**src/hw/rtl/lpfc_pkg.sv**
```systemverilog
// Shared types and constants for the page-addressed LCD framebuffer controller.
// No dependencies; imported by every module of the block.
package lpfc_pkg;

    // Panel geometry and store size
    localparam int COLUMNS     = 128;
    localparam int ROWS        = 64;
    localparam int PAGES       = ROWS / 8;
    localparam int STORE_DEPTH = 1024;
    localparam int ADDR_W      = $clog2(STORE_DEPTH);
    localparam int IDX_W       = 13;

    // Command byte codes
    localparam logic [7:0] CMD_CONTRAST   = 8'h81;
    localparam logic [7:0] CMD_BOOSTER    = 8'hF8;
    localparam logic [2:0] CMD_START_HI   = 3'b010;
    localparam logic [3:0] CMD_PAGE_HI    = 4'hB;
    localparam logic [2:0] CMD_COLUMN_HI  = 3'b000;
    localparam logic [7:0] PRESEL_COL_MAX = 8'd2;

    // Request types
    localparam logic REQ_WRITE = 1'b0;
    localparam logic REQ_READ  = 1'b1;

    // Controller to datapath commands
    typedef struct packed {
        logic clear_en;
        logic wr_step;
        logic rd_issue;
        logic rd_load;
    } lpfc_cmd_t;

    // Datapath to controller status
    typedef struct packed {
        logic clear_last;
    } lpfc_status_t;

endpackage

```
**src/hw/rtl/lpfc_ctrl.sv**
```systemverilog
// Sequencer of the LCD framebuffer controller: clearing pass, handshakes, read wait.
// Depends on lpfc_pkg.
module lpfc_ctrl
    import lpfc_pkg::*;
(
    input  logic         aclk,
    input  logic         aresetn,
    input  logic         s_valid,
    input  logic         s_req_type,
    output logic         s_ready,
    output logic         m_valid,
    input  logic         m_ready,
    input  lpfc_status_t status,
    output lpfc_cmd_t    cmd
);

    typedef enum logic [2:0] {
        ST_CLEAR = 3'b001,
        ST_IDLE  = 3'b010,
        ST_READ  = 3'b100
    } state_t;

    state_t state_reg, state_next;
    logic   m_valid_reg, m_valid_next;
    logic   accept;

    assign s_ready = (state_reg == ST_IDLE) && (!m_valid_reg || m_ready);
    assign accept  = s_valid && s_ready;
    assign m_valid = m_valid_reg;

    always_comb begin
        cmd.clear_en = (state_reg == ST_CLEAR);
        cmd.wr_step  = accept && (s_req_type == REQ_WRITE);
        cmd.rd_issue = accept && (s_req_type == REQ_READ);
        cmd.rd_load  = (state_reg == ST_READ);
    end

    always_comb begin
        state_next = state_reg;
        case (state_reg)
            ST_CLEAR: begin
                if (status.clear_last) state_next = ST_IDLE;
            end
            ST_IDLE: begin
                if (cmd.rd_issue) state_next = ST_READ;
            end
            ST_READ: begin
                state_next = ST_IDLE;
            end
            default: begin
                state_next = ST_CLEAR;
            end
        endcase
    end

    always_comb begin
        if (cmd.wr_step || cmd.rd_load) begin
            m_valid_next = 1'b1;
        end else if (m_ready) begin
            m_valid_next = 1'b0;
        end else begin
            m_valid_next = m_valid_reg;
        end
    end

    always_ff @(posedge aclk) begin
        if (!aresetn) begin
            state_reg   <= ST_CLEAR;
            m_valid_reg <= 1'b0;
        end else begin
            state_reg   <= state_next;
            m_valid_reg <= m_valid_next;
        end
    end

endmodule

```
**config.mk**
```make
export PLATFORM = sky130hd
export DESIGN_NAME = lpfc_ctrl
export DESIGN_NICKNAME = d
export VERILOG_FILES = /design/src/hw/rtl/lpfc_pkg.sv /design/src/hw/rtl/lpfc_ctrl.sv
export SDC_FILE = /design/constraint.sdc
export NUM_CORES = 1
export LEC_CHECK = 0
export BUFFER_PORTS_ARGS = -buffer_cell sky130_fd_sc_hd__buf_4
export CORE_AREA = 5 5 42 44
export CTS_BUF_LIST = sky130_fd_sc_hd__clkbuf_4 sky130_fd_sc_hd__clkbuf_8 sky130_fd_sc_hd__clkbuf_16
export CTS_CLUSTER_DIAMETER = 120
export DETAILED_ROUTE_END_ITERATION = 8
export DIE_AREA = 0 0 47 49
export HOLD_SLACK_MARGIN = 0.02
export PLACE_DENSITY = 0.45
export SYNTH_ARGS = -nofsm -noshare
export SYNTH_HDL_FRONTEND = slang
export SYNTH_SLANG_ARGS = --single-unit
```
**constraint.sdc**
```tcl
create_clock -name aclk -period 2.85 [get_ports aclk]
set_input_delay 0.1425 -clock aclk [delete_from_list [all_inputs] [get_ports aclk]]
set_output_delay 0.1425 -clock aclk [all_outputs]
set_load 0.005 [all_outputs]
```
==> out/summary.log <==
[yosys] average cell area after synthesis 9.49 µm²
[timing] actual transition at the worst max-transition pin 0.261 ns
[floorplan] initial core utilization 16.2%
[global_route] global-route wire length before repair 952 µm
[clocking] clock root buffer master clkbuf_4
[drt] drt via density 4.06
[power] PwrDens 438 nW/µm²
[timing] fin crit period 1.47 ns
[global_route] global route hottest layer met1
[clocking] clock insertion delay at the later pin of the skew report 0.24 ns
[hold_path] classification of the worst-slack hold path in -> reg
[clocking] number of buffers on the longest clock path 2
[clocking] clock tree from TritonCTS done
[drt] WL/cell 9.83 µm
[drt] number of DRC markers after the initial detailed-route iteration 8
[global_route] initial antenna violation count 0
[yosys] count of warnings emitted by yosys 0
[placement] Post-Place Cell Area 330 µm²
[placement] number of port buffers 11
[clocking] level count of the clock H-tree 1
[worst_setup_path] required time of the critical path 2.71 ns
[global_route] GRT Resource Usage Total 6.05%
[worst_setup_path] largest driver fanout on the critical path 5
[floorplan] number of core rows 14
[cells_and_area] P&R area growth vs syn 54.9%
[global_route] met1 capacity usage during global routing 7.22%
[floorplan] Floorplan Core Area 1400 µm²
[drt] via count 219
[cells_and_area] share of final-layout standard cells stronger than drive strength 1 52.6%
[cells_and_area] final net count 46
[placement] Routability Congestion 0.664
[cells_and_area] ANT cells 0
[drt] post-route ant nets 0
[clocking] cells resized by post-CTS repair 0
[floorplan] Chip Height 49 µm
[clocking] clock buffer count from CTS 3
[worst_setup_path] Critical Path, Cell by Cell nand2b_4 > or3_4 > nor2_1 > buf_4
[yosys] Cell variety after synth 17
[power] highest ir drop seen on vdd 0.200 mV
[job] Max-Cap Viols 0
[timing] Post-Route Setup TNS 0 ns
[drt] first-pass detailed-route iteration total 4
[worst_setup_path] kind of critical path reg -> out
[timing] RSZ-0062 raised after global routing no
[global_route] met2 usage 7.01%
[floorplan] Ports 12
[cells_and_area] most common cell after layout, fill and taps aside buf_4
[yosys] fraction of registers with async set/reset 0%
[cells_and_area] max FFs per register 3
[timing] Max Freq 678 MHz
[yosys] prevailing post-synth register cell dfxtp_1
[timing] largest clock skew in the final design 0.00366 ns
[floorplan] total die area 2300 µm²
[worst_setup_path] Slowest Stage Delay on Critical Path 0.44 ns
[timing] hold violation count in the final report 0
[placement] post-detail-place hpwl 434 µm
[power] Net Switching 36.4 µW
[clocking] clock tree sinks 4
[global_route] largest net degree at the start of global routing 7
[global_route] met3 track demand over resource in global routing 3.69%
[power] Clock Power Share 47.1%
[timing] number of setup violations in the final report 0
[global_route] remaining global-route overflow 0
[yosys] Synth Net Count 30
[power] internal cell power 118 µW
[clocking] Hold-fix buffers, CTS 0
[cells_and_area] filler cell count in the final layout 170
[drt] post-detailed-route DRC marker count 0
[status] result of the run finished clean
[clocking] clock transition at the registers of the reported paths 0.04 ns
[cells_and_area] area of all placed cells without fillers 353 µm²
[timing] Slew Limit Fails 0
[yosys] gate count of the mapped netlist 24
[yosys] portion of the post-synthesis area used by sequential elements 35.2%
[power] Logic pwr share 12.9%
[floorplan] Die X-Extent 47 µm
[cells_and_area] commonest non-fill, non-tap cells in the layout buf_4 (11), dfxtp_1 (4), inv_1 (3), clkbuf_4 (3)
[yosys] Synth Cell Area 228 µm²
[worst_setup_path] crit path max-delay cell type dfxtp_1
[worst_setup_path] kind of start point of the critical path register
[clocking] post-CTS setup buffer count 0
[worst_setup_path] worst path arrival time 1.33 ns
[global_route] vias in the first global route 225
[timing] tightest slew margin relative to the limit 82.4%
[yosys] number of flops mapped to enable cells by yosys 0
[drt] sum of routed wire length over all layers 531 µm
[power] static leakage 0.162 nW
[power] sequential group share of total power 40.0%
[power] switching share of power 23.5%
[timing] period utilization 51.8%
[worst_setup_path] critical path endpoint category output pin
[yosys] flip-flop and latch count after synthesis 4
==> through the flow <==
step | util (%) | cells | hold slack, ns | total power, mW | worst slack [ns]
2_1_floorplan | - | 24 | 0.270 | 0.0716 | 1.74
3_3_place_gp | 23.6 | 51 | 0.389 | 0.0830 | 1.63
3_5_place_dp | 23.6 | 51 | 0.383 | 0.0830 | 1.63
4_1_cts | 25.2 | 54 | 0.134 | 0.159 | 1.36
5_1_grt | 25.2 | 54 | 0.152 | 0.165 | 1.28
6_report | 25.2 | 54 | 0.140 | 0.155 | 1.38
==> path summary, 6_finish.rpt <==
kind | from | endpoint | slack [ns] | cells after the start
hold reg to reg | state_reg[2] | state_reg[2] | 0.54 | 1
setup reg to reg | state_reg[1] | state_reg[2] | 1.70 | 3
hold / removal | aresetn | m_valid | 0.14 | 2
setup / recovery | state_reg[1] | cmd[1] | 1.38 | 4
==> layout make-up <==
type	count	area, µm²	share of cell area, %
repair buffers	11	82.6	23.4
inverters	3	11.3	3.19
multi-input cells	17	136	38.7
flip-flops and latches	4	80.1	22.7
clock buffers	3	22.5	6.38
well taps	16	20.0	5.67
==> power groups by stage <==
stage	Combinational [mW]	Sequential [mW]	Clock [mW]
2_1_floorplan	0.00937	0.0623	0
3_3_place_gp	0.0203	0.0627	0
3_5_place_dp	0.0202	0.0628	0
4_1_cts	0.0203	0.0619	0.0763
5_1_grt	0.0226	0.0623	0.0798
6_report	0.0199	0.0619	0.0728
==> synth_stat cells, types with 2 or more instances <==
master | instances | share of area, %
dfxtp_1 | 4 | 35
inv_1 | 3 | 4.9
nand2_1 | 2 | 3.3
nor4_2 | 2 | 11
==> per-layer routing <==
layer	wire length [µm]	part of all wire [%]
met4	19	3.6
met1	245	46
met3	65	12
met2	201	38
met5	0	0
==> cell families (layout without fill, tap and decap cells) <==
kind of cell / after synthesis / after routing / share of synthesized area [%]
AO/OA/AOI/OAI: 6 / 6 / 17.6
buffers and inverters: 3 / 17 / 4.94
flip-flops: 4 / 4 / 35.2
AND/OR/NAND/NOR: 11 / 11 / 42.3
==> critical path, delay by kind of cell, from the launching register on <==
family                 cells  cell delay (ns)
buffers and inverters      1             0.11
DFF                        1             0.44
and+or+nand+nor            3             0.55
Note: power is estimated with default switching activity, not from simulation.
